===== config.mk =====
export PLATFORM = sky130hd
export DESIGN_NAME = line_rasterizer_pixel_writer
export DESIGN_NICKNAME = d
export VERILOG_FILES = /design/src/hdl/lrpw_pkg.sv /design/src/hdl/lrpw_front.sv /design/src/hdl/lrpw_queue.sv /design/src/hdl/lrpw_back.sv /design/src/hdl/line_rasterizer_pixel_writer.sv
export SDC_FILE = /design/constraint.sdc
export NUM_CORES = 2
export LEC_CHECK = 0
export BUFFER_PORTS_ARGS = -buffer_cell sky130_fd_sc_hd__buf_2
export CORE_UTILIZATION = 45
export DETAILED_ROUTE_END_ITERATION = 16
export GPL_ROUTABILITY_DRIVEN = 0
export PLACE_DENSITY = 0.62
export SETUP_SLACK_MARGIN = 0.05
export SYNTH_ARGS = -nofsm -noshare
export SYNTH_HDL_FRONTEND = slang
export SYNTH_SLANG_ARGS = --single-unit
export TNS_END_PERCENT = 20

===== constraint.sdc =====
create_clock -name clk -period 7.87 [get_ports clk]
set_input_delay 0.787 -clock clk [delete_from_list [all_inputs] [get_ports clk]]
set_output_delay 0.787 -clock clk [all_outputs]
set_load 0.02 [all_outputs]

===== src/hdl/lrpw_pkg.sv =====
// Shared types, constants and register codes of the line rasterizer pixel writer.
package lrpw_pkg;

    localparam int BYTES_PER_PIXEL_DEF = 3;
    localparam int COORD_BITS_DEF      = 16;
    localparam int ADDR_BITS           = 28;

    localparam logic [13:0] IMAGE_WIDTH_RESET   = 14'd640;
    localparam logic [13:0] IMAGE_HEIGHT_RESET  = 14'd480;
    localparam logic [15:0] BYTES_PER_ROW_RESET = 16'd1920;

    localparam logic [1:0] REG_IMAGE_WIDTH   = 2'd0;
    localparam logic [1:0] REG_IMAGE_HEIGHT  = 2'd1;
    localparam logic [1:0] REG_BYTES_PER_ROW = 2'd2;

    localparam logic KIND_START = 1'b0;
    localparam logic KIND_TICK  = 1'b1;

    typedef struct packed {
        logic              kind;
        logic signed [15:0] start_x;
        logic signed [15:0] start_y;
        logic signed [15:0] end_x;
        logic signed [15:0] end_y;
        logic [7:0]        red_in;
        logic [7:0]        green_in;
        logic [7:0]        blue_in;
    } lrpw_in_t;

    typedef struct packed {
        logic [ADDR_BITS-1:0] pixel_address;
        logic                 visible;
        logic [7:0]           red_out;
        logic [7:0]           green_out;
        logic [7:0]           blue_out;
        logic                 last_pixel;
    } lrpw_out_t;

    typedef struct packed {
        logic [13:0] image_width;
        logic [13:0] image_height;
        logic [15:0] bytes_per_row;
    } lrpw_cfg_t;

endpackage


===== src/hdl/lrpw_front.sv =====
// Front part: accepts items, holds the line state and steps the error term.
module lrpw_front
    import lrpw_pkg::*;
#(
    parameter int COORD_BITS = COORD_BITS_DEF
) (
    input  logic                      clk,
    input  logic                      rst_n,
    input  logic                      take,
    input  lrpw_in_t                  item,
    output logic                      q_push,
    output logic [2*COORD_BITS+24:0]  q_data
);

    localparam int CW = COORD_BITS;
    localparam int SW = COORD_BITS + 1;
    localparam int EW = COORD_BITS + 3;

    logic signed [CW-1:0] cursor_x_reg, cursor_x_next;
    logic signed [CW-1:0] cursor_y_reg, cursor_y_next;
    logic signed [CW-1:0] target_x_reg, target_x_next;
    logic signed [CW-1:0] target_y_reg, target_y_next;
    logic [SW-1:0]        span_x_reg, span_x_next;
    logic [SW-1:0]        span_y_reg, span_y_next;
    logic                 step_right_reg, step_right_next;
    logic                 step_up_reg, step_up_next;
    logic signed [EW-1:0] error_term_reg, error_term_next;
    logic [23:0]          line_colour_reg, line_colour_next;
    logic                 active_reg, active_next;
    logic                 endpoint_sent_reg, endpoint_sent_next;

    logic signed [CW-1:0] in_sx, in_sy, in_ex, in_ey;
    logic signed [SW-1:0] diff_x, diff_y;
    logic signed [EW-1:0] e2, span_x_s, span_y_s, err_work;
    logic signed [CW-1:0] step_x, step_y;
    logic signed [CW-1:0] ent_x, ent_y;
    logic                 ent_last;

    assign in_sx = CW'(item.start_x);
    assign in_sy = CW'(item.start_y);
    assign in_ex = CW'(item.end_x);
    assign in_ey = CW'(item.end_y);
    assign diff_x = SW'(in_ex) - SW'(in_sx);
    assign diff_y = SW'(in_ey) - SW'(in_sy);

    assign span_x_s = $signed({2'b00, span_x_reg});
    assign span_y_s = $signed({2'b00, span_y_reg});
    assign e2 = error_term_reg <<< 1;
    assign step_x = step_right_reg ? CW'(1) : -CW'(1);
    assign step_y = step_up_reg ? CW'(1) : -CW'(1);

    always_comb
    begin
        cursor_x_next      = cursor_x_reg;
        cursor_y_next      = cursor_y_reg;
        target_x_next      = target_x_reg;
        target_y_next      = target_y_reg;
        span_x_next        = span_x_reg;
        span_y_next        = span_y_reg;
        step_right_next    = step_right_reg;
        step_up_next       = step_up_reg;
        error_term_next    = error_term_reg;
        line_colour_next   = line_colour_reg;
        active_next        = active_reg;
        endpoint_sent_next = endpoint_sent_reg;
        err_work           = error_term_reg;
        q_push             = 1'b0;
        ent_x              = target_x_reg;
        ent_y              = target_y_reg;
        ent_last           = 1'b0;
        if (take)
        begin
            if (item.kind == KIND_START)
            begin
                cursor_x_next      = in_sx;
                cursor_y_next      = in_sy;
                target_x_next      = in_ex;
                target_y_next      = in_ey;
                span_x_next        = diff_x[SW-1] ? SW'(-diff_x) : SW'(diff_x);
                span_y_next        = diff_y[SW-1] ? SW'(-diff_y) : SW'(diff_y);
                step_right_next    = in_sx < in_ex;
                step_up_next       = in_sy < in_ey;
                error_term_next    = EW'(signed'({1'b0, span_x_next}))
                                   - EW'(signed'({1'b0, span_y_next}));
                line_colour_next   = {item.red_in, item.green_in, item.blue_in};
                active_next        = 1'b1;
                endpoint_sent_next = 1'b0;
            end
            else if (active_reg && !endpoint_sent_reg)
            begin
                q_push             = 1'b1;
                ent_last           = (cursor_x_reg == target_x_reg) &&
                                     (cursor_y_reg == target_y_reg);
                endpoint_sent_next = 1'b1;
                active_next        = !ent_last;
            end
            else if (active_reg)
            begin
                q_push = 1'b1;
                ent_x  = cursor_x_reg;
                ent_y  = cursor_y_reg;
                if (e2 > -span_y_s)
                begin
                    err_work      = err_work - span_y_s;
                    cursor_x_next = cursor_x_reg + step_x;
                end
                if (e2 < span_x_s)
                begin
                    err_work      = err_work + span_x_s;
                    cursor_y_next = cursor_y_reg + step_y;
                end
                error_term_next = err_work;
                ent_last        = (cursor_x_next == target_x_reg) &&
                                  (cursor_y_next == target_y_reg);
                active_next     = !ent_last;
            end
        end
    end

    assign q_data = {ent_x, ent_y, ent_last, line_colour_reg};

    always_ff @(posedge clk or negedge rst_n)
    begin
        if (!rst_n)
        begin
            cursor_x_reg      <= '0;
            cursor_y_reg      <= '0;
            target_x_reg      <= '0;
            target_y_reg      <= '0;
            span_x_reg        <= '0;
            span_y_reg        <= '0;
            step_right_reg    <= 1'b0;
            step_up_reg       <= 1'b0;
            error_term_reg    <= '0;
            line_colour_reg   <= '0;
            active_reg        <= 1'b0;
            endpoint_sent_reg <= 1'b0;
        end
        else
        begin
            cursor_x_reg      <= cursor_x_next;
            cursor_y_reg      <= cursor_y_next;
            target_x_reg      <= target_x_next;
            target_y_reg      <= target_y_next;
            span_x_reg        <= span_x_next;
            span_y_reg        <= span_y_next;
            step_right_reg    <= step_right_next;
            step_up_reg       <= step_up_next;
            error_term_reg    <= error_term_next;
            line_colour_reg   <= line_colour_next;
            active_reg        <= active_next;
            endpoint_sent_reg <= endpoint_sent_next;
        end
    end

endmodule


===== src/hdl/lrpw_queue.sv =====
// Short pixel queue between the front and back parts.
module lrpw_queue
    import lrpw_pkg::*;
#(
    parameter int WIDTH = 2 * COORD_BITS_DEF + 25,
    parameter int DEPTH = 4
) (
    input  logic             clk,
    input  logic             rst_n,
    input  logic             wr_en,
    input  logic [WIDTH-1:0] wr_data,
    input  logic             rd_en,
    output logic [WIDTH-1:0] rd_data,
    output logic             full,
    output logic             empty
);

    localparam int AW = (DEPTH > 1) ? $clog2(DEPTH) : 1;
    localparam int NW = $clog2(DEPTH + 1);

    logic [WIDTH-1:0] mem_reg [DEPTH];
    logic [AW-1:0]    wr_ptr_reg;
    logic [AW-1:0]    rd_ptr_reg;
    logic [NW-1:0]    count_reg;

    assign full    = count_reg == NW'(DEPTH);
    assign empty   = count_reg == '0;
    assign rd_data = mem_reg[rd_ptr_reg];

    always_ff @(posedge clk or negedge rst_n)
    begin
        if (!rst_n)
        begin
            wr_ptr_reg <= '0;
            rd_ptr_reg <= '0;
            count_reg  <= '0;
        end
        else
        begin
            if (wr_en)
            begin
                wr_ptr_reg <= (wr_ptr_reg == AW'(DEPTH - 1)) ? '0 : wr_ptr_reg + AW'(1);
            end
            if (rd_en)
            begin
                rd_ptr_reg <= (rd_ptr_reg == AW'(DEPTH - 1)) ? '0 : rd_ptr_reg + AW'(1);
            end
            if (wr_en && !rd_en)
            begin
                count_reg <= count_reg + NW'(1);
            end
            else if (rd_en && !wr_en)
            begin
                count_reg <= count_reg - NW'(1);
            end
        end
    end

    always_ff @(posedge clk)
    begin
        if (wr_en)
        begin
            mem_reg[wr_ptr_reg] <= wr_data;
        end
    end

endmodule


===== src/hdl/lrpw_back.sv =====
// Back part: maps pixels to the screen, clips them and forms write addresses.
module lrpw_back
    import lrpw_pkg::*;
#(
    parameter int COORD_BITS      = COORD_BITS_DEF,
    parameter int BYTES_PER_PIXEL = BYTES_PER_PIXEL_DEF
) (
    input  logic                      clk,
    input  logic                      rst_n,
    input  lrpw_cfg_t                 cfg,
    input  logic                      q_empty,
    input  logic [2*COORD_BITS+24:0]  q_data,
    output logic                      q_pop,
    output lrpw_out_t                 result,
    output logic                      empty,
    input  logic                      pop
);

    localparam int CW = COORD_BITS;
    localparam int PW = COORD_BITS + 16;

    logic signed [CW-1:0] pix_x, pix_y;
    logic                 pix_last;
    logic [23:0]          pix_colour;
    logic signed [PW-1:0] col, row;
    logic                 vis;

    logic        s1_valid_reg;
    logic [13:0] s1_col_reg;
    logic [13:0] s1_row_reg;
    logic        s1_vis_reg;
    logic        s1_last_reg;
    logic [23:0] s1_colour_reg;

    logic      out_valid_reg;
    lrpw_out_t out_reg;

    logic        out_free, s1_adv;
    logic [29:0] row_bytes;
    logic [16:0] col_bytes;
    logic [ADDR_BITS-1:0] addr;

    assign {pix_x, pix_y, pix_last, pix_colour} = q_data;

    assign col = PW'($signed({1'b0, cfg.image_width[13:1]})) + PW'(pix_x);
    assign row = PW'($signed({1'b0, cfg.image_height[13:1]})) - PW'(pix_y);
    assign vis = !col[PW-1] && !row[PW-1] &&
                 (col < PW'($signed({1'b0, cfg.image_width}))) &&
                 (row < PW'($signed({1'b0, cfg.image_height})));

    assign out_free = !out_valid_reg || pop;
    assign s1_adv   = !s1_valid_reg || out_free;
    assign q_pop    = !q_empty && s1_adv;

    assign row_bytes = 30'(s1_row_reg) * 30'(cfg.bytes_per_row);
    assign col_bytes = 17'(s1_col_reg) * 17'(BYTES_PER_PIXEL);
    assign addr      = ADDR_BITS'(row_bytes) + ADDR_BITS'(col_bytes);

    assign result = out_reg;
    assign empty  = !out_valid_reg;

    always_ff @(posedge clk or negedge rst_n)
    begin
        if (!rst_n)
        begin
            s1_valid_reg  <= 1'b0;
            out_valid_reg <= 1'b0;
        end
        else
        begin
            if (s1_adv)
            begin
                s1_valid_reg <= !q_empty;
            end
            if (out_free)
            begin
                out_valid_reg <= s1_valid_reg;
            end
        end
    end

    always_ff @(posedge clk)
    begin
        if (q_pop)
        begin
            s1_col_reg    <= col[13:0];
            s1_row_reg    <= row[13:0];
            s1_vis_reg    <= vis;
            s1_last_reg   <= pix_last;
            s1_colour_reg <= pix_colour;
        end
        if (out_free && s1_valid_reg)
        begin
            out_reg.pixel_address <= s1_vis_reg ? addr : '0;
            out_reg.visible       <= s1_vis_reg;
            out_reg.red_out       <= s1_colour_reg[23:16];
            out_reg.green_out     <= s1_colour_reg[15:8];
            out_reg.blue_out      <= s1_colour_reg[7:0];
            out_reg.last_pixel    <= s1_last_reg;
        end
    end

endmodule


===== src/hdl/line_rasterizer_pixel_writer.sv =====
// Top level of the line rasterizer pixel writer with its configuration registers.
//
// Items enter through a queue-style port: an item transfers when push is high
// and full is low. A start item loads a line and gives no result; each tick
// item gives one pixel of the line, the end point first and then the others
// from the start point on, and a tick while no line is active gives nothing.
// Results leave through a second queue-style port: the oldest pixel is on
// result while empty is low and transfers when pop is high. One item is
// accepted every cycle while full is low. A pixel passes from its tick through
// the pixel queue, the clip stage and the output register, which is fed by the
// row-stride multiplier, in that order.
// When the receiver stalls, the output register, the clip stage and the
// four-entry pixel queue fill in turn, and full rises once the queue is full.
// Reset clears all queues, ends any line in progress and loads the registers
// with 640 by 480 pixels and a stride of 1920 bytes. The user must write the
// registers over the APB port only while the block is idle; the block does not
// enforce this. Width, height and stride lie at byte addresses 0, 4 and 8.
module line_rasterizer_pixel_writer
    import lrpw_pkg::*;
#(
    parameter int BYTES_PER_PIXEL = BYTES_PER_PIXEL_DEF,
    parameter int COORD_BITS      = COORD_BITS_DEF
) (
    input  logic        clk,
    input  logic        rst_n,
    input  logic        push,
    output logic        full,
    input  lrpw_in_t    item,
    output logic        empty,
    input  logic        pop,
    output lrpw_out_t   result,
    input  logic        psel,
    input  logic        penable,
    input  logic        pwrite,
    input  logic [3:0]  paddr,
    input  logic [31:0] pwdata,
    output logic [31:0] prdata,
    output logic        pready
);

    localparam int QW = 2 * COORD_BITS + 25;

    lrpw_cfg_t       cfg_reg;
    logic            take;
    logic            q_push, q_pop, q_full, q_empty;
    logic [QW-1:0]   q_wr_data, q_rd_data;

    assign pready = 1'b1;
    assign full   = q_full;
    assign take   = push && !q_full;

    always_ff @(posedge clk or negedge rst_n)
    begin
        if (!rst_n)
        begin
            cfg_reg.image_width   <= IMAGE_WIDTH_RESET;
            cfg_reg.image_height  <= IMAGE_HEIGHT_RESET;
            cfg_reg.bytes_per_row <= BYTES_PER_ROW_RESET;
        end
        else if (psel && penable && pwrite && pready)
        begin
            case (paddr[3:2])
                REG_IMAGE_WIDTH:   cfg_reg.image_width   <= pwdata[13:0];
                REG_IMAGE_HEIGHT:  cfg_reg.image_height  <= pwdata[13:0];
                REG_BYTES_PER_ROW: cfg_reg.bytes_per_row <= pwdata[15:0];
                default:           ;
            endcase
        end
    end

    always_comb
    begin
        case (paddr[3:2])
            REG_IMAGE_WIDTH:   prdata = 32'(cfg_reg.image_width);
            REG_IMAGE_HEIGHT:  prdata = 32'(cfg_reg.image_height);
            REG_BYTES_PER_ROW: prdata = 32'(cfg_reg.bytes_per_row);
            default:           prdata = '0;
        endcase
    end

    lrpw_front #(
        .COORD_BITS(COORD_BITS)
    ) u_front (
        .clk    (clk),
        .rst_n  (rst_n),
        .take   (take),
        .item   (item),
        .q_push (q_push),
        .q_data (q_wr_data)
    );

    lrpw_queue #(
        .WIDTH(QW),
        .DEPTH(4)
    ) u_queue (
        .clk     (clk),
        .rst_n   (rst_n),
        .wr_en   (q_push),
        .wr_data (q_wr_data),
        .rd_en   (q_pop),
        .rd_data (q_rd_data),
        .full    (q_full),
        .empty   (q_empty)
    );

    lrpw_back #(
        .COORD_BITS     (COORD_BITS),
        .BYTES_PER_PIXEL(BYTES_PER_PIXEL)
    ) u_back (
        .clk     (clk),
        .rst_n   (rst_n),
        .cfg     (cfg_reg),
        .q_empty (q_empty),
        .q_data  (q_rd_data),
        .q_pop   (q_pop),
        .result  (result),
        .empty   (empty),
        .pop     (pop)
    );

endmodule

==> impl_metrics.yaml <==
final_layout:
  regArea_sq_mm: 0.0150
  syn_to_final_growth_pct: 11.1
  fin_cells: 5034
  fin_nets: 4485
  largest_register_ffs: 228
  multiInputGateArea_sq_mm: 0.0217
  nFillCells: 7809
  layout-drive-gt1-share: 0.131
routing:
  via_per_inst: 5.47
  drt_drc_violations_left: 0
  vias: 27539
  first_pass_iters: 7
  routed_wl_um: 98000
  drtIter0Drc: 1715
  wl_per_cell_um: 19.5
  antenna_left: 0
global_route:
  antenna_found_initial: 1
  grt_max_degree: 88
  grt_pass1_wl_um: 154000
  grt_pass1_vias: 27386
  track_usage: 0.227
  grt_overflow: 0
worst_setup_path:
  r2r_slack_ps: 740
  path_class: "flop to flop"
  arrival_ps: 7570
  cp_max_fo: 15
  path_common_cell: "o21ai_0"
  cpPeakStageDelay_ps: 570
  cpMaxStageDelayCell: "or4_1"
  worstPathRequired_ps: 8310
  end_kind: "flop"
  path_buf_inv: 0
  start_kind: "flop"
  critPathTopFamily: "compound AO/OA/AOI/OAI gates"
clock_network:
  root_buffer: "clkbuf_16"
  cts.sinks: 533
  clk_pin_slew_ps: 60
  cts_buffers: 60
  cts_resized: 0
  htreeDepth: 2
  cts_setup_buffers: 0
  cts_tree: "done"
  clk_latency_ps: 670
  cts_buffer_depth: 3
  ctsHoldBuffers: 0
worst_hold_path:
  worst_hold_path_type: "input port to async pin"
synth:
  syn_area_sq_mm: 0.0387
  ys_warn_count: 0
  synthCells: 3668
  synth_ff_type: "edfxtp_1"
  syn_avg_cell_area_sq_um: 10.5
  yosysSeqAreaShare: 0.389
  synth_cell_types: 84
  synth_edf_count: 336
  async_flop_share: 0.370
  ys_seq_elements: 533
die:
  initial_core_util: 0.454
  die_y_um: 295
  core-area_sq_mm: 0.0851
  rows: 107
  die_width_um: 295
  io_pins: 221
  die-area_sq_mm: 0.0872
sta:
  fin_tns_setup_ps: 0
  fin_crit_sh: 0.906
  skew_ps: 64.9
  setup_viol: 0
  final_max_slew_viol_count: 0
  min_period_ps: 7130
  max_clock_freq_mhz: 140
  relSlewSlack: 0.262
  rsz0062_at_grt: "no"
  worst_slew_pin_slew_ps: 1110
  setup_ws_ps: 741
  final-hold-violation-count: 0
  hold-worst-slack_ps: 140
place:
  dpl.cell_count: 4917
  port_buffers: 185
  place_hpwl_um: 73500
  place_ws_ps: 743
outcome:
  status: "complete, no violations"
run:
  drv_cap: 0
## placed cells by master, fill, tap and decap left out, types with 28 or more instances in the layout
| cell type | instances |
|---|---|
| a211oi_1 | 28 |
| a21o_1 | 50 |
| a21oi_1 | 153 |
| and2_1 | 118 |
| and3_1 | 29 |
| buf_2 | 184 |
| buf_4 | 37 |
| clkbuf_16 | 61 |
| dfrtp_1 | 185 |
| edfxtp_1 | 336 |
| fa_1 | 202 |
| ha_1 | 316 |
| inv_1 | 415 |
| mux2_2 | 82 |
| mux4_2 | 57 |
| nand2_1 | 442 |
| nand2b_1 | 29 |
| nand3_1 | 55 |
| nor2_1 | 153 |
| nor3_1 | 61 |
| o21a_1 | 34 |
| o21ai_0 | 152 |
| o22ai_1 | 50 |
| xnor2_1 | 127 |
| xor2_1 | 85 |
## cell type report
| type | instances | share of cell area |
|---|---|---|
| clock inverter | 38 | 0.00938 |
| tap | 1144 | 0.0333 |
| antenna | 3 | 0.000175 |
| inverter | 415 | 0.0363 |
| timing repair buffer | 222 | 0.0282 |
| multi-input combinational | 2603 | 0.504 |
| clock buffer | 76 | 0.0382 |
| sequential | 533 | 0.350 |
## layer usage
metal / track usage / vias up / part of all wire
met3: 0.0295 / 145 / 0.049
li1: - / 13172 / -
met1: 0.307 / 13553 / 0.45
met4: 0.0665 / 0 / 0.027
met5: 0 / - / 0
met2: 0.382 / 669 / 0.48
## cells by family (layout without fill, tap and decap cells)
kind of cell,after synthesis,count (layout),share of synthesized area
AND/OR/NAND/NOR,1017,1017,0.124
AO/OA/AOI/OAI,673,673,0.112
buffers and inverters,547,751,0.0547
flip-flops,533,533,0.389
adder cells (fa/ha/maj),518,518,0.207
XOR/XNOR,217,217,0.0510
multiplexers,161,161,0.0629
other,2,20,0.000194
## synthesized netlist by cell type (10+ instances only)
library cell / count / area share
a211oi_1: 29 / 0.0056
xnor2_1: 127 / 0.029
o21ai_0: 152 / 0.020
fa_1: 202 / 0.10
clkbuf_1: 99 / 0.0096
mux4_2: 57 / 0.033
a2111oi_0: 12 / 0.0027
edfxtp_1: 336 / 0.26
o31ai_1: 16 / 0.0031
mux2_2: 82 / 0.024
and2_1: 123 / 0.020
nor3_1: 62 / 0.0080
ha_1: 316 / 0.10
buf_1: 15 / 0.0015
a21o_1: 50 / 0.0097
and3_1: 29 / 0.0047
o211ai_1: 25 / 0.0049
a21oi_1: 155 / 0.020
buf_4: 17 / 0.0033
a31oi_1: 15 / 0.0024
dfstp_2: 10 / 0.0068
nand4_1: 21 / 0.0034
nand3b_1: 10 / 0.0019
nor4_1: 16 / 0.0026
mux2i_1: 21 / 0.0054
nor2b_1: 25 / 0.0040
nand2_1: 443 / 0.043
nand2b_1: 29 / 0.0047
nand3_1: 55 / 0.0071
or3_1: 23 / 0.0037
dfrtp_1: 187 / 0.12
o21a_1: 34 / 0.0066
xor2_1: 85 / 0.019
o21ai_1: 21 / 0.0027
o21bai_1: 15 / 0.0029
inv_1: 415 / 0.040
nor2_1: 154 / 0.015
o22ai_1: 51 / 0.0082
## final timing paths
check | to | start | cells after the start
worst min-delay path | u_front.line_colour_reg[5]$_DFFE_PN0P_ | rst_n | 1
worst max register to register | u_front.error_term_reg[16]$_DFFE_PN0P_ | u_front.span_y_reg[4]$_DFFE_PN0P_ | 25
max in group asynchronous | u_queue.wr_ptr_reg[1]$_DFFE_PN0P_ | rst_n | 2
min in group clk | u_front.line_colour_reg[14]$_DFFE_PN0P_ | item[14] | 3
worst max-delay path | u_front.error_term_reg[16]$_DFFE_PN0P_ | u_front.span_y_reg[4]$_DFFE_PN0P_ | 25
worst min register to register | u_back.result[0]$_DFFE_PP_ | u_back.s1_last_reg$_DFFE_PP_ | 0
## through the flow
| step | instance area, sq um | util |
|---|---|---|
| after floorplan | 38700 | - |
| after CTS | 43000 | 0.505 |
| final | 43000 | 0.505 |
| after detailed placement | 40900 | 0.481 |
| after global placement | 40900 | 0.481 |
| after global routing | 43000 | 0.505 |
Power is left out: the tool's default activity adds up to more than one toggle a clock period on the data nets, which glitch-free logic cannot reach.
